===== src/srsp_pkg.sv =====
`default_nettype none
// ----------------------------------------------------------------------------
// srsp_pkg: shared types and constants
// Operation, phase and drive codes, register indexes and the work struct.
// ----------------------------------------------------------------------------
package srsp_pkg;

  typedef enum logic [1:0] {
    OP_TICK  = 2'd0,
    OP_START = 2'd1,
    OP_CLEAR = 2'd2,
    OP_NONE  = 2'd3
  } op_t;

  typedef enum logic [2:0] {
    PH_IDLE  = 3'd0,
    PH_RUN   = 3'd1,
    PH_BRAKE = 3'd2,
    PH_DONE  = 3'd3,
    PH_FAULT = 3'd4
  } phase_t;

  typedef enum logic [1:0] {
    DRV_NONE  = 2'd0,
    DRV_FWD   = 2'd1,
    DRV_STOP  = 2'd2,
    DRV_ESTOP = 2'd3
  } drive_t;

  localparam logic [2:0] REG_TARGET      = 3'd0;
  localparam logic [2:0] REG_WINDOW      = 3'd1;
  localparam logic [2:0] REG_CRUISE      = 3'd2;
  localparam logic [2:0] REG_END         = 3'd3;
  localparam logic [2:0] REG_ACCEL_TICKS = 3'd4;
  localparam logic [2:0] REG_DECEL_TICKS = 3'd5;
  localparam logic [2:0] REG_BRAKE_MIN   = 3'd6;
  localparam logic [2:0] REG_BRAKE_TMO   = 3'd7;

  // Classified item handed from the front to the back.
  typedef struct packed {
    op_t         op;
    logic [33:0] sum;      // total absolute counts of the wheels
    logic        stopped;  // all wheels inside the deadband
  } work_t;

endpackage

`default_nettype wire


===== src/srsp_front.sv =====
`default_nettype none
// ----------------------------------------------------------------------------
// srsp_front: input stage
// Accept items, sum wheel magnitudes, check the deadband, queue the work.
// ----------------------------------------------------------------------------
module srsp_front #(
  parameter int STOP_DEADBAND = 2,
  parameter int WHEEL_COUNT   = 4
) (
  input  wire                  clk,
  input  wire                  rst,
  input  wire                  push,
  output logic                 full,
  input  wire  [1:0]           operation,
  input  wire  signed [15:0]   wheel_speed_a,
  input  wire  signed [15:0]   wheel_speed_b,
  input  wire  signed [15:0]   wheel_speed_c,
  input  wire  signed [15:0]   wheel_speed_d,
  output logic                 work_valid,
  output srsp_pkg::work_t      work,
  input  wire                  work_take
);
  import srsp_pkg::*;

  localparam int USED = (WHEEL_COUNT < 4) ? WHEEL_COUNT : 4;

  logic signed [15:0] w [4];
  logic [16:0]        mg [4];
  logic [33:0]        sum_c;
  logic               stop_c;
  work_t              q [2];
  logic               wr_ptr, rd_ptr;
  logic [1:0]         fill;
  logic               do_push, do_pop;

  assign w[0] = wheel_speed_a;
  assign w[1] = wheel_speed_b;
  assign w[2] = wheel_speed_c;
  assign w[3] = wheel_speed_d;

  always_comb begin
    sum_c  = '0;
    stop_c = 1'b1;
    for (int i = 0; i < 4; i++) begin
      mg[i] = w[i][15] ? (17'd0 - {w[i][15], w[i]}) : {1'b0, w[i]};
      if (i < USED) begin
        sum_c = sum_c + {17'd0, mg[i]};
        if (mg[i] > 17'(STOP_DEADBAND)) stop_c = 1'b0;
      end
    end
  end

  assign full       = fill[1];
  assign work_valid = (fill != 2'd0);
  assign work       = q[rd_ptr];
  assign do_push    = push && !full;
  assign do_pop     = work_take && work_valid;

  always_ff @(posedge clk) begin
    if (do_push) begin
      q[wr_ptr] <= '{op: op_t'(operation), sum: sum_c, stopped: stop_c};
    end
    if (rst) begin
      wr_ptr <= 1'b0;
      rd_ptr <= 1'b0;
      fill   <= 2'd0;
    end else begin
      if (do_push) wr_ptr <= ~wr_ptr;
      if (do_pop)  rd_ptr <= ~rd_ptr;
      fill <= fill + {1'b0, do_push} - {1'b0, do_pop};
    end
  end

`ifndef NO_ASSERTIONS
  a_no_overflow: assert property (@(posedge clk) disable iff (rst)
    fill == 2'd2 |=> fill != 2'd0 || $past(do_pop)) else $error("queue fill");
  a_fill_max: assert property (@(posedge clk) disable iff (rst)
    fill != 2'd3) else $error("queue fill above depth");
  a_empty_no_valid: assert property (@(posedge clk) disable iff (rst)
    fill == 2'd0 |-> !work_valid) else $error("valid while empty");
`endif

endmodule

`default_nettype wire


===== src/srsp_divider.sv =====
`default_nettype none
// ----------------------------------------------------------------------------
// srsp_divider: restoring divider
// Unsigned 32 by 16 bit division, one quotient bit per cycle.
// ----------------------------------------------------------------------------
module srsp_divider (
  input  wire         clk,
  input  wire         rst,
  input  wire         start,
  input  wire  [31:0] dividend,
  input  wire  [15:0] divisor,
  output logic        busy,
  output logic        done,
  output logic [31:0] quotient
);
  logic [31:0] quo;
  logic [16:0] rem;
  logic [15:0] dvs;
  logic [5:0]  cnt;
  logic [17:0] trial;

  assign trial    = {rem, quo[31]} - {2'b00, dvs};
  assign quotient = quo;

  always_ff @(posedge clk) begin
    if (start) begin
      quo <= dividend;
      rem <= '0;
      dvs <= divisor;
    end else if (busy) begin
      if (!trial[17]) begin
        rem <= trial[16:0];
        quo <= {quo[30:0], 1'b1};
      end else begin
        rem <= {rem[15:0], quo[31]};
        quo <= {quo[30:0], 1'b0};
      end
    end
    if (rst) begin
      busy <= 1'b0;
      done <= 1'b0;
      cnt  <= '0;
    end else begin
      done <= 1'b0;
      if (start) begin
        busy <= 1'b1;
        cnt  <= 6'd32;
      end else if (busy) begin
        cnt <= cnt - 6'd1;
        if (cnt == 6'd1) begin
          busy <= 1'b0;
          done <= 1'b1;
        end
      end
    end
  end

`ifndef NO_ASSERTIONS
  a_done_after_busy: assert property (@(posedge clk) disable iff (rst)
    done |-> $past(busy)) else $error("done without busy");
  a_no_restart: assert property (@(posedge clk) disable iff (rst)
    busy |-> !start) else $error("start while busy");
  a_count_live: assert property (@(posedge clk) disable iff (rst)
    busy |-> cnt != 6'd0) else $error("busy with zero count");
`endif

endmodule

`default_nettype wire


===== src/srsp_back.sv =====
`default_nettype none
// ----------------------------------------------------------------------------
// srsp_back: profile sequencer
// Carry out each item against the run state and register the result.
// ----------------------------------------------------------------------------
module srsp_back (
  input  wire                  clk,
  input  wire                  rst,
  input  wire                  work_valid,
  input  srsp_pkg::work_t      work,
  output logic                 work_take,
  input  wire  [31:0]          target_counts,
  input  wire  [31:0]          decel_window_counts,
  input  wire  [14:0]          cruise_rpm,
  input  wire  [14:0]          decel_end_rpm,
  input  wire  [15:0]          accel_ramp_ticks,
  input  wire  [15:0]          decel_ramp_ticks,
  input  wire  [15:0]          brake_min_ticks,
  input  wire  [15:0]          brake_timeout_ticks,
  output logic                 empty,
  input  wire                  pop,
  output logic [2:0]           phase,
  output logic [1:0]           drive_command,
  output logic [14:0]          speed_command,
  output logic                 start_accepted
);
  import srsp_pkg::*;

  typedef enum logic [1:0] {
    SQ_WAIT = 2'd0,
    SQ_MUL  = 2'd1,
    SQ_DIV  = 2'd2,
    SQ_OUT  = 2'd3
  } seq_t;

  seq_t        sq, sq_next;
  phase_t      run_phase;
  logic [31:0] travelled;
  logic [15:0] accel_cnt, decel_cnt, brake_cnt;
  logic [14:0] last_speed, decel_start;
  logic        decel_begun;
  logic        out_full;

  // division job
  logic        dec_job;     // decel ramp vs accel ramp
  logic        neg;         // decel: start below end
  logic [15:0] mul_a;
  logic [15:0] mul_b;
  logic [31:0] product;
  logic [15:0] div_den;
  logic        div_start, div_busy, div_done;
  logic [31:0] div_q;

  // combinational evaluation of the item
  logic [33:0] tot;
  logic [31:0] trav_n, remaining;
  logic        in_window, need_div;
  logic [15:0] accel_n, decel_n, brake_n;
  logic [14:0] dstart_n, direct_speed;
  logic        can_take;
  logic [15:0] step;
  logic [14:0] div_speed;

  srsp_divider u_div (
    .clk(clk), .rst(rst), .start(div_start), .dividend(product),
    .divisor(div_den), .busy(div_busy), .done(div_done), .quotient(div_q)
  );

  assign can_take  = (sq == SQ_WAIT) && work_valid && !out_full;
  assign work_take = can_take;
  assign empty     = !out_full;

  always_comb begin
    tot       = {2'b00, travelled} + work.sum;
    trav_n    = tot[33:32] != 2'b00 ? 32'hFFFF_FFFF : tot[31:0];
    remaining = target_counts - trav_n;
    in_window = (decel_window_counts != 32'd0) && (remaining <= decel_window_counts);
    dstart_n  = decel_begun ? decel_start
              : (last_speed < decel_end_rpm ? decel_end_rpm : last_speed);
    decel_n   = decel_begun ? decel_cnt : 16'd0;
    if (decel_n < decel_ramp_ticks) decel_n = decel_n + 16'd1;
    accel_n   = accel_cnt;
    if (accel_n < accel_ramp_ticks) accel_n = accel_n + 16'd1;
    brake_n   = brake_cnt == 16'hFFFF ? brake_cnt : brake_cnt + 16'd1;
    need_div  = in_window ? (decel_ramp_ticks != 16'd0) : (accel_ramp_ticks != 16'd0);
    direct_speed = in_window ? decel_end_rpm : cruise_rpm;
  end

  // 16 by 16 product of the registered operands, ready when the divider starts
  assign product = {16'd0, mul_a} * {16'd0, mul_b};

  // truncated quotient; signed for the decel ramp
  assign step      = div_q[15:0];
  assign div_speed = !dec_job ? div_q[14:0]
                   : (neg ? decel_start + step[14:0] : decel_start - step[14:0]);

  always_comb begin
    sq_next = sq;
    case (sq)
      SQ_WAIT: if (can_take && work.op == OP_TICK && run_phase == PH_RUN &&
                   trav_n < target_counts && need_div) sq_next = SQ_MUL;
      SQ_MUL:  sq_next = SQ_DIV;
      SQ_DIV:  if (div_done) sq_next = SQ_OUT;
      SQ_OUT:  sq_next = SQ_WAIT;
      default: sq_next = SQ_WAIT;
    endcase
  end

  assign div_start = (sq == SQ_MUL);

  always_ff @(posedge clk) begin
    if (rst) begin
      sq             <= SQ_WAIT;
      run_phase      <= PH_IDLE;
      travelled      <= '0;
      accel_cnt      <= '0;
      decel_cnt      <= '0;
      brake_cnt      <= '0;
      last_speed     <= '0;
      decel_start    <= '0;
      decel_begun    <= 1'b0;
      out_full       <= 1'b0;
      phase          <= PH_IDLE;
      drive_command  <= DRV_NONE;
      speed_command  <= '0;
      start_accepted <= 1'b0;
      dec_job        <= 1'b0;
      neg            <= 1'b0;
      mul_a          <= '0;
      mul_b          <= '0;
      div_den        <= 16'd1;
    end else begin
      sq <= sq_next;
      if (sq == SQ_OUT) begin
        speed_command <= div_speed;
        last_speed    <= div_speed;
      end
      if (pop && out_full) out_full <= 1'b0;
      if (sq == SQ_OUT) out_full <= 1'b1;
      if (can_take) begin
        drive_command  <= DRV_NONE;
        speed_command  <= '0;
        start_accepted <= 1'b0;
        out_full       <= !(work.op == OP_TICK && run_phase == PH_RUN &&
                            trav_n < target_counts && need_div);
        case (work.op)
          OP_START: begin
            if (target_counts != 0 && cruise_rpm != 0 && decel_end_rpm != 0 &&
                decel_end_rpm <= cruise_rpm && decel_window_counts <= target_counts) begin
              run_phase <= PH_RUN;
              travelled <= '0; accel_cnt <= '0; decel_cnt <= '0; brake_cnt <= '0;
              last_speed <= '0; decel_start <= '0; decel_begun <= 1'b0;
              drive_command  <= DRV_STOP;
              start_accepted <= 1'b1;
              phase <= PH_RUN;
            end else begin
              phase <= run_phase;
            end
          end
          OP_CLEAR: begin
            run_phase <= PH_IDLE;
            travelled <= '0; accel_cnt <= '0; decel_cnt <= '0; brake_cnt <= '0;
            last_speed <= '0; decel_start <= '0; decel_begun <= 1'b0;
            drive_command <= DRV_STOP;
            phase <= PH_IDLE;
          end
          OP_TICK: begin
            phase <= run_phase;
            if (run_phase == PH_RUN) begin
              travelled <= trav_n;
              if (trav_n >= target_counts) begin
                brake_cnt     <= '0;
                run_phase     <= PH_BRAKE;
                phase         <= PH_BRAKE;
                drive_command <= DRV_STOP;
              end else begin
                drive_command <= DRV_FWD;
                if (in_window) begin
                  decel_begun <= 1'b1;
                  decel_start <= dstart_n;
                  decel_cnt   <= decel_n;
                end else begin
                  accel_cnt <= accel_n;
                end
                if (!need_div) begin
                  speed_command <= direct_speed;
                  last_speed    <= direct_speed;
                end
                dec_job <= in_window;
                neg     <= dstart_n < decel_end_rpm;
                mul_a   <= in_window ? {1'b0, (dstart_n < decel_end_rpm ?
                             decel_end_rpm - dstart_n : dstart_n - decel_end_rpm)}
                           : {1'b0, cruise_rpm};
                mul_b   <= in_window ? decel_n : accel_n;
                div_den <= in_window ? decel_ramp_ticks : accel_ramp_ticks;
              end
            end else if (run_phase == PH_BRAKE) begin
              brake_cnt <= brake_n;
              if (brake_n >= brake_min_ticks && work.stopped) begin
                run_phase <= PH_DONE;
                phase     <= PH_DONE;
              end else if (brake_n >= brake_timeout_ticks) begin
                run_phase     <= PH_FAULT;
                phase         <= PH_FAULT;
                drive_command <= DRV_ESTOP;
              end
            end
          end
          default: phase <= run_phase;
        endcase
      end
    end
  end

`ifndef NO_ASSERTIONS
  a_take_only_waiting: assert property (@(posedge clk) disable iff (rst)
    work_take |-> sq == SQ_WAIT && !out_full) else $error("take while busy");
  a_fwd_has_run: assert property (@(posedge clk) disable iff (rst)
    out_full && drive_command == DRV_FWD |-> phase == PH_RUN) else $error("fwd not run");
  a_speed_zero: assert property (@(posedge clk) disable iff (rst)
    out_full && drive_command != DRV_FWD |-> speed_command == 15'd0)
    else $error("speed without fwd");
  a_div_ends: assert property (@(posedge clk) disable iff (rst)
    sq == SQ_DIV && !div_busy && !div_done |-> 1'b0) else $error("divider lost");
`endif

endmodule

`default_nettype wire


===== src/straight_run_speed_profiler.sv =====
`default_nettype none
// Straight-run speed profiler. Items enter through a push/full queue port and
// each gives one result read through empty/pop. A tick that lands on a ramp
// holds the back end while the 32-step restoring divider scales the ramp,
// through the take, multiply, divide (until the divider's done) and result
// states; every other item is finished in its take cycle. A two-entry queue
// sits between the input stage, which sums wheel magnitudes and checks the
// stop deadband, and the sequencer, so input can be taken while a result
// waits. Registers are written on cfg_valid/cfg_ready (always ready) and
// apply at once.
// ----------------------------------------------------------------------------
// straight_run_speed_profiler: top level
// Register file, input stage and profile sequencer.
// ----------------------------------------------------------------------------
module straight_run_speed_profiler #(
  parameter int STOP_DEADBAND = 2,
  parameter int WHEEL_COUNT   = 4
) (
  input  wire                clk,
  input  wire                rst,
  input  wire                push,
  output logic               full,
  input  wire  [1:0]         operation,
  input  wire  signed [15:0] wheel_speed_a,
  input  wire  signed [15:0] wheel_speed_b,
  input  wire  signed [15:0] wheel_speed_c,
  input  wire  signed [15:0] wheel_speed_d,
  output logic               empty,
  input  wire                pop,
  output logic [2:0]         phase,
  output logic [1:0]         drive_command,
  output logic [14:0]        speed_command,
  output logic               start_accepted,
  input  wire                cfg_valid,
  output logic               cfg_ready,
  input  wire  [2:0]         cfg_index,
  input  wire  [31:0]        cfg_data
);
  import srsp_pkg::*;

  logic [31:0] target_counts, decel_window_counts;
  logic [14:0] cruise_rpm, decel_end_rpm;
  logic [15:0] accel_ramp_ticks, decel_ramp_ticks, brake_min_ticks, brake_timeout_ticks;
  logic        work_valid, work_take;
  work_t       work;

  assign cfg_ready = 1'b1;

  // register file; every index is defined
  always_ff @(posedge clk) begin
    if (rst) begin
      target_counts <= '0; decel_window_counts <= '0;
      cruise_rpm <= '0; decel_end_rpm <= '0;
      accel_ramp_ticks <= '0; decel_ramp_ticks <= '0;
      brake_min_ticks <= '0; brake_timeout_ticks <= '0;
    end else if (cfg_valid) begin
      case (cfg_index)
        REG_TARGET:      target_counts       <= cfg_data;
        REG_WINDOW:      decel_window_counts <= cfg_data;
        REG_CRUISE:      cruise_rpm          <= cfg_data[14:0];
        REG_END:         decel_end_rpm       <= cfg_data[14:0];
        REG_ACCEL_TICKS: accel_ramp_ticks    <= cfg_data[15:0];
        REG_DECEL_TICKS: decel_ramp_ticks    <= cfg_data[15:0];
        REG_BRAKE_MIN:   brake_min_ticks     <= cfg_data[15:0];
        REG_BRAKE_TMO:   brake_timeout_ticks <= cfg_data[15:0];
        default: ;
      endcase
    end
  end

  srsp_front #(.STOP_DEADBAND(STOP_DEADBAND), .WHEEL_COUNT(WHEEL_COUNT)) u_front (
    .clk(clk), .rst(rst), .push(push), .full(full), .operation(operation),
    .wheel_speed_a(wheel_speed_a), .wheel_speed_b(wheel_speed_b),
    .wheel_speed_c(wheel_speed_c), .wheel_speed_d(wheel_speed_d),
    .work_valid(work_valid), .work(work), .work_take(work_take)
  );

  srsp_back u_back (
    .clk(clk), .rst(rst), .work_valid(work_valid), .work(work), .work_take(work_take),
    .target_counts(target_counts), .decel_window_counts(decel_window_counts),
    .cruise_rpm(cruise_rpm), .decel_end_rpm(decel_end_rpm),
    .accel_ramp_ticks(accel_ramp_ticks), .decel_ramp_ticks(decel_ramp_ticks),
    .brake_min_ticks(brake_min_ticks), .brake_timeout_ticks(brake_timeout_ticks),
    .empty(empty), .pop(pop), .phase(phase), .drive_command(drive_command),
    .speed_command(speed_command), .start_accepted(start_accepted)
  );

endmodule

`default_nettype wire

===== config.mk =====
export PLATFORM = sky130hd
export DESIGN_NAME = straight_run_speed_profiler
export DESIGN_NICKNAME = d
export VERILOG_FILES = /design/src/srsp_pkg.sv /design/src/srsp_front.sv /design/src/srsp_divider.sv /design/src/srsp_back.sv /design/src/straight_run_speed_profiler.sv
export SDC_FILE = /design/constraint.sdc
export NUM_CORES = 2
export LEC_CHECK = 0
export BUFFER_PORTS_ARGS = -buffer_cell sky130_fd_sc_hd__buf_2
export CAP_MARGIN = 5
export CORE_ASPECT_RATIO = 1.1
export CORE_MARGIN = 4
export CORE_UTILIZATION = 50
export CTS_CLUSTER_DIAMETER = 200
export DETAILED_ROUTE_END_ITERATION = 10
export PLACE_DENSITY = 0.66
export REMOVE_ABC_BUFFERS = 1
export SLEW_MARGIN = 10
export SYNTH_ARGS = -nofsm -noshare
export SYNTH_HDL_FRONTEND = slang
export SYNTH_SLANG_ARGS = --single-unit

===== constraint.sdc =====
create_clock -name clk -period 21.1 [get_ports clk]
set_clock_uncertainty 0.2 [all_clocks]
set_input_delay 3.165 -clock clk [delete_from_list [all_inputs] [get_ports clk]]
set_output_delay 3.165 -clock clk [all_outputs]
set_load 0.05 [all_outputs]

### After elaboration in Yosys (flattened, before gate mapping)

Memory sizes are Yosys's and may differ from the RTL's. A register that Yosys moved wholly into a read port is not among the register bits.
Cells that the tools add are included.
W data, S select, Z words.

* eq/ne operators: 26
* $mul: 1
* reductions and logical operators: 53
* mux-type cells: 98
* bitwise gates (word level): 4
* magnitude comparators: 15
* add/subtract/negate cells: 20

Operators with widths (number)
* $mux W15: 23
* $mux W16: 16
* $mux W32: 5
* $pmux W16 S3: 3
* $pmux W32 S3: 1
* $pmux W15 S3: 2
* $mux W17: 5
* $add A34 B17 Y34: 2
* $gt A17 B2 Y1 const B: 4
* $sub A1 B16 Y17 const A: 4
* $le A32 B32 Y1: 2
* $reduce_bool A32 Y1: 2
* $add A16 B1 Y16 const B: 3
* $sub A15 B15 Y15: 3
* $add A32 B34 Y34: 1
* $ge A16 B16 Y1: 2
* $ge A32 B32 Y1: 1
* $lt A16 B16 Y1: 2
* $lt A32 B32 Y1: 1
* $mul A16 B16 Y32: 1
* $reduce_bool A16 Y1: 2
* $sub A32 B32 Y32: 1
* $lt A15 B15 Y1: 2
* $reduce_bool A15 Y1: 2
* other kinds (39): 127

* input bits: 106
* memories kept: 1
* word-level logic and storage cells: 254
* memory bits (writable): 74
* flip-flop bits (word level): 420
* output and inout bits: 24

Memory list
* u_front.q: words 2, width 37, rd ports 1, clocked after memory_dff 1, wr ports 1, RTL line srsp_front.sv:31 `work_t q [2];`

### Logic depth before layout (Yosys ltp)

* word-level depth: 12
* gate-level depth with buffers: 37
* mapped depth without buffers: 33

### By module

Synthesis repeated with hierarchy kept, for this count alone.

* cell total of the unflattened synthesis: 4861
* area total of the unflattened synthesis: 41803.8 um^2

Modules (own cells, without submodules)
* srsp_back: area an instance 26744.4 um^2, cells an instance 3454, instances 1, sequential area each 3683.5 um^2
* straight_run_speed_profiler: area an instance 6323.6 um^2, cells an instance 576, instances 1, sequential area each 3163.0 um^2
* srsp_front: area an instance 4993.5 um^2, cells an instance 499, instances 1, sequential area each 1421.4 um^2
* srsp_divider: area an instance 3742.3 um^2, cells an instance 332, instances 1, sequential area each 1941.9 um^2

### Least setup slack after synthesis

OpenSTA, ideal clock, no wires.

* path kind: register -> register
* start point: register (tool-made name)
* end point: register u_back.decel_cnt[13]
* arrival: 8.240 ns
* setup time: 0.070 ns
* path buffers: 6
* setup slack: 12.590 ns
* stages on the path, launching flop included: 36
* clock period less this slack: 8.510 ns
* data required time: 20.830 ns
* cell sequence: dfxtp_1 -> buf_2 -> buf_1 -> buf_1 -> mux2_2 -> ha_1 -> a21oi_1 -> o21ai_0 -> a2111oi_0 -> nor2_1 -> a221oi_1 -> nor3_2 -> clkbuf_1 -> clkbuf_1 -> nor2_1 -> fa_1 -> a21oi_1 -> o22ai_1 -> o22a_1 -> a221oi_2 -> o21ai_0 -> nor4b_1 -> o21ai_0 -> mux2i_1 -> nand2_1 -> ha_1 -> nand4_1 -> nor4_1 -> and2_1 -> a21oi_1 -> nor3_1 -> a31oi_1 -> or2_1 -> buf_2 -> or4_1 -> a21oi_1

RTL lines
* to (signal assigned): RTL line srsp_back.sv:181 `decel_cnt <= decel_n;`
* to (decl): RTL line srsp_back.sv:39 `logic [15:0] accel_cnt, decel_cnt, brake_cnt;`

==> results <==
- The sequential group share of total power is 0.311.
- The number of buffers added by the clock tree synthesis step is 50.
- The slowest cell on the critical path is sky130_fd_sc_hd__nand3_1.
- Registers take 10,200 sq um.
- Setup repair after global routing left no endpoint under its margin.
- The share of the synthesized area in compound gates (AO/OA/AOI/OAI) was 0.176.
- The number of filler instances in the final layout is 7,663.
- The DRC violation count after routing is 0.
- Before antenna repair, the detailed router went through 6 iterations.
- By area, the combinational part of the netlist is dominated by adder cells.
- Compared with the post-synthesis result, the final layout area differs by 8.01%.
- The number of resized instances in the post-cts repair step is 0.
- At the pin with the least slew margin, the transition time is 1.20 ns.
- The sequential share of the synthesized area is 0.253.
- Measured on the finished design, the core utilization comes to 0.543.
- The number of DRC violations after detailed-routing iteration 0 is 2,472.
- Counting flops with a built-in enable in the synthesized netlist gives 92.
- The setup check on the worst reg-to-reg path leaves a slack of 11.14 ns.
- The mean post-synth cell area is 8.10 sq um.
- The netlist uses 84 different library cells.
- Adding up every negative setup slack in the final design gives 0 ns.
- The worst supply voltage drop on vdd is 0.0813 mV.
- STA classifies the critical path endpoint as a flop.
- The switching power summed over all nets is 1.51 mW.
- The number of register bits inferred by synthesis is 464.
- The required time of the worst setup path is 21.37 ns.
- The xor-xnor portion of the synthesized cell area is 0.0519.
- Of the total synthesized cell area, the portion taken by AND, OR, NAND and NOR gates is 0.193.
- The number of buffers inserted by hold repair at cts is 0.
- Of the available clock period, the critical path in the final layout requires 0.472.
- The headroom to the max-slew limit is 0.201.
- The final-report max-slew violation count is 0.
- The path category of the worst min-delay check is reg2reg.
- The initial utilization of the core area, before any placement, comes to 0.503.
- The final critical delay including setup and external delays is 9.96 ns.
- The most used flip-flop cell after synthesis is sky130_fd_sc_hd__dfxtp_1.
- The run finished with clean final reports.
- The maximum clock rate is 100 MHz.
- The longest clock path from root to sink contains 3 buffers.
- Of the total power, combinational logic draws 0.444.
- Measured along the y axis, the die boundary spans 306 um.
- For this block, the routed nets add up to 118,000 um of wire.
- The CTS tree is built.
- The HPWL after detailed placement is 90,400 um.
- The total of endpoints with negative setup slack in the final report is 0.
- The congestion estimate from routability-driven global placement came to 0.940.
- The most prevalent standard cell on the critical path is sky130_fd_sc_hd__buf_4.
- For the worst setup path, the data arrival time is 10.23 ns.
- Measured against the total synthesized area, the mux share comes to 0.0246.
- The count of cells in the finished layout, fillers not included, comes to 6,081.
- The cell area that synthesis handed to floorplanning was 40,300 sq um.
- The clock sink count is 464.
- The number of global-route vias before repair was 34.8k.
- The area of combinational cells with multiple inputs is 27,500 sq um.
- Summing over every cut layer, the via total after detailed routing is 35.2k.
- The count of standard-cell rows is 109.
- The maximum level of the CTS H-tree is 2.
- The fraction of final layout cells sized beyond drive strength 1 is 0.0684.
- The insertion delay to the later sink of the worst-skew pair is 0.64 ns.
- The post-CTS clock slew at the launch and capture registers of the worst setup and hold paths is 0.06 ns.
- The overall die width is 279 um.
- The share of total power dissipated in the clock network is 0.245.
- The die area is 85,300 sq um.
- The maximum number of pins on one net before global-route repair is 125.
- The kind of start point of the critical path is a flop.
- In this run, placement finished with an instance count of 5,988.
- The biggest cell delay along the critical path is 0.91 ns.
- The total area inside the core boundary comes to 80,200 sq um.
- The final hold violation count came to 0.
- Of all nets on the critical path, the largest fanout is 39.
- The post-CTS setup-driven buffer insertion count is 0.
- The total overflow left after global routing is 0.
- Dividing total power by cell area gives a power density of 86.6 nW/um^2.
- The post-synthesis share of cell area spent on full adders, half adders and majority gates is 0.233.
- The initial antenna violation count came to 1.
- Cell internal power was estimated by the tool at 2.26 mW.
- In this run the remaining antenna-violating nets after routing total 0.
- The category of the critical setup timing path is reg2reg.
- The number of violations of the max-capacitance limit is 0.
- For this run, asynchronously set or reset flops after synthesis account for 0.
- After detailed routing, the number of vias per cell comes to 5.79.
- The number of buffer cells added on primary ports is 128.
- In the final design database the tool counted 5,721 nets.
- In the synthesized netlist, the number of instances is 4,979.
- In this run the clock root is driven by a sky130_fd_sc_hd__clkbuf_16.
- Of the total power, the share spent switching nets is 0.400.
- The wire length of the first global-routing pass is 189,000 um.
- The leakage power is 18.7 nW.
- The post-detailed-route wirelength per cell is 19.5 um.
- The warning count from the yosys run is 0.
- The hold slack is 0.243 ns.
- The boundary pin count is 130.
- Across every metal layer, demand over resource in global routing totals 0.273.
==> synthesized netlist by cell type, types with 15 or more instances <==
| master | n | area share |
|---|---|---|
| sky130_fd_sc_hd__nand2_1 | 765 | 0.071 |
| sky130_fd_sc_hd__inv_1 | 502 | 0.047 |
| sky130_fd_sc_hd__a21oi_1 | 452 | 0.056 |
| sky130_fd_sc_hd__ha_1 | 423 | 0.13 |
| sky130_fd_sc_hd__dfxtp_1 | 372 | 0.18 |
| sky130_fd_sc_hd__nor2_1 | 303 | 0.028 |
| sky130_fd_sc_hd__fa_1 | 206 | 0.10 |
| sky130_fd_sc_hd__o21ai_0 | 188 | 0.023 |
| sky130_fd_sc_hd__clkbuf_1 | 185 | 0.017 |
| sky130_fd_sc_hd__xnor2_1 | 157 | 0.034 |
| sky130_fd_sc_hd__nor3_1 | 113 | 0.014 |
| sky130_fd_sc_hd__and2_1 | 110 | 0.017 |
| sky130_fd_sc_hd__nand3_1 | 96 | 0.012 |
| sky130_fd_sc_hd__a21o_1 | 95 | 0.018 |
| sky130_fd_sc_hd__edfxtp_1 | 92 | 0.068 |
| sky130_fd_sc_hd__xor2_1 | 82 | 0.018 |
| sky130_fd_sc_hd__a211oi_1 | 80 | 0.015 |
| sky130_fd_sc_hd__nor4_1 | 63 | 0.0098 |
| sky130_fd_sc_hd__mux2i_1 | 54 | 0.013 |
| sky130_fd_sc_hd__nand4_1 | 50 | 0.0078 |
| sky130_fd_sc_hd__mux2_2 | 40 | 0.011 |
| sky130_fd_sc_hd__nand2b_1 | 39 | 0.0060 |
| sky130_fd_sc_hd__o21a_1 | 37 | 0.0069 |
| sky130_fd_sc_hd__nor2b_1 | 34 | 0.0053 |
| sky130_fd_sc_hd__a31oi_1 | 30 | 0.0047 |
| sky130_fd_sc_hd__o31ai_1 | 30 | 0.0056 |
| sky130_fd_sc_hd__o211ai_1 | 29 | 0.0054 |
| sky130_fd_sc_hd__and3_1 | 28 | 0.0043 |
| sky130_fd_sc_hd__o21bai_1 | 24 | 0.0045 |
| sky130_fd_sc_hd__or3_1 | 22 | 0.0034 |
| sky130_fd_sc_hd__o22ai_1 | 20 | 0.0031 |
| sky130_fd_sc_hd__a211o_1 | 19 | 0.0041 |
| sky130_fd_sc_hd__or2_2 | 18 | 0.0028 |
| sky130_fd_sc_hd__or4_1 | 18 | 0.0033 |
| sky130_fd_sc_hd__a22o_1 | 15 | 0.0033 |
| sky130_fd_sc_hd__clkbuf_2 | 15 | 0.0019 |
==> cells by family after synthesis <==
kind of cell / Yosys count
AO/OA/AOI/OAI: 1134
XOR/XNOR: 239
adder cells (fa/ha/maj): 629
buffers and inverters: 719
flip-flops: 464
multiplexers: 94
other: 2
AND/OR/NAND/NOR: 1698
==> state kept, by name, summed over array words and instances, names as in the netlist, 16 cells and up, named ones only <==
| name | flops |
|---|---|
| accel_ramp_ticks | 16 |
| brake_min_ticks | 16 |
| brake_timeout_ticks | 16 |
| decel_ramp_ticks | 16 |
| decel_window_counts | 32 |
| target_counts | 32 |
| u_back.accel_cnt | 16 |
| u_back.brake_cnt | 16 |
| u_back.decel_cnt | 16 |
| u_back.div_den | 16 |
| u_back.mul_b | 16 |
| u_back.travelled | 32 |
| u_back.u_div.dvs | 16 |
| u_back.u_div.quotient | 32 |
| u_back.u_div.rem | 17 |
| u_front.q | 44 |
==> power by group through the flow <==
stage | combinational [mW] | sequential [mW] | clock (mW)
2_1_floorplan | 1.18 | 1.23 | 0
3_3_place_gp | 1.66 | 1.19 | 0
3_5_place_dp | 1.67 | 1.19 | 0
4_1_cts | 1.68 | 1.17 | 0.940
5_1_grt | 1.88 | 1.19 | 0.974
6_report | 1.68 | 1.17 | 0.924
==> final timing paths <==
path	startpoint	to	depth (start not counted)
worst max-delay path	flop	u_back.div_den[13]	34
worst min-delay path	u_back.div_den[13]	u_back.u_div.dvs[13]	0
worst max register to register	flop	u_back.div_den[13]	34
worst min register to register	u_back.div_den[13]	u_back.u_div.dvs[13]	0
==> layout by cell type (no fill, tap or decap), types with 19 or more instances in the layout <==
master                        n
sky130_fd_sc_hd__mux2_2      40
sky130_fd_sc_hd__o21ai_0    188
sky130_fd_sc_hd__a211o_1     19
sky130_fd_sc_hd__o31ai_1     29
sky130_fd_sc_hd__a21o_1      95
sky130_fd_sc_hd__o21bai_1    24
sky130_fd_sc_hd__a211oi_1    79
sky130_fd_sc_hd__o21a_1      37
sky130_fd_sc_hd__a21oi_1    452
sky130_fd_sc_hd__a31oi_1     30
sky130_fd_sc_hd__buf_4       40
sky130_fd_sc_hd__and2_1     110
sky130_fd_sc_hd__nand2b_1    39
sky130_fd_sc_hd__nor4_1      63
sky130_fd_sc_hd__edfxtp_1    92
sky130_fd_sc_hd__ha_1       422
sky130_fd_sc_hd__mux2i_1     54
sky130_fd_sc_hd__nand2_1    765
sky130_fd_sc_hd__fa_1       206
sky130_fd_sc_hd__or3_1       22
sky130_fd_sc_hd__nand4_1     50
sky130_fd_sc_hd__xnor2_1    157
sky130_fd_sc_hd__dfxtp_1    372
sky130_fd_sc_hd__inv_1      502
sky130_fd_sc_hd__clkbuf_16   51
sky130_fd_sc_hd__o211ai_1    29
sky130_fd_sc_hd__nor3_1     110
sky130_fd_sc_hd__buf_2      127
sky130_fd_sc_hd__nor2b_1     33
sky130_fd_sc_hd__and3_1      28
sky130_fd_sc_hd__o22ai_1     20
sky130_fd_sc_hd__nand3_1     96
sky130_fd_sc_hd__nor2_1     298
sky130_fd_sc_hd__xor2_1      82
==> metal layers <==
metal	track usage	share of wire
met4	0.100	0.041
met3	0.0350	0.053
met2	0.483	0.49
met1	0.342	0.41
met5	0	0
==> critical path: cells and delay by family, from the launching register on <==
family | cells | cell delay (ns)
buf+inv | 4 | 1.15
simple gates | 12 | 2.69
compound gates | 12 | 3.59
fa+ha+maj | 4 | 1.26
mux | 2 | 0.59
flops | 1 | 0.30
==> stage by stage <==
step,setup slack [ns],instance area [sq um],total power [mW]
6_report,11.14,43600,3.77
5_1_grt,10.23,43600,4.04
4_1_cts,11.21,43600,3.80
3_5_place_dp,11.23,41900,2.86
3_3_place_gp,11.42,41900,2.85
2_1_floorplan,10.35,39500,2.41
==> layout make-up <==
class                           count  area share
Clock buffer                       61      0.0311
Sequential cell                   464       0.234
Multi-Input combinational cell   3799       0.631
Antenna cell                        1   0.0000574
Tap cell                         1054      0.0303
Inverter                          502      0.0432
Timing Repair Buffer              169      0.0223
Clock inverter                     31     0.00787
No activity file was read; power rests on OpenSTA's default activity.
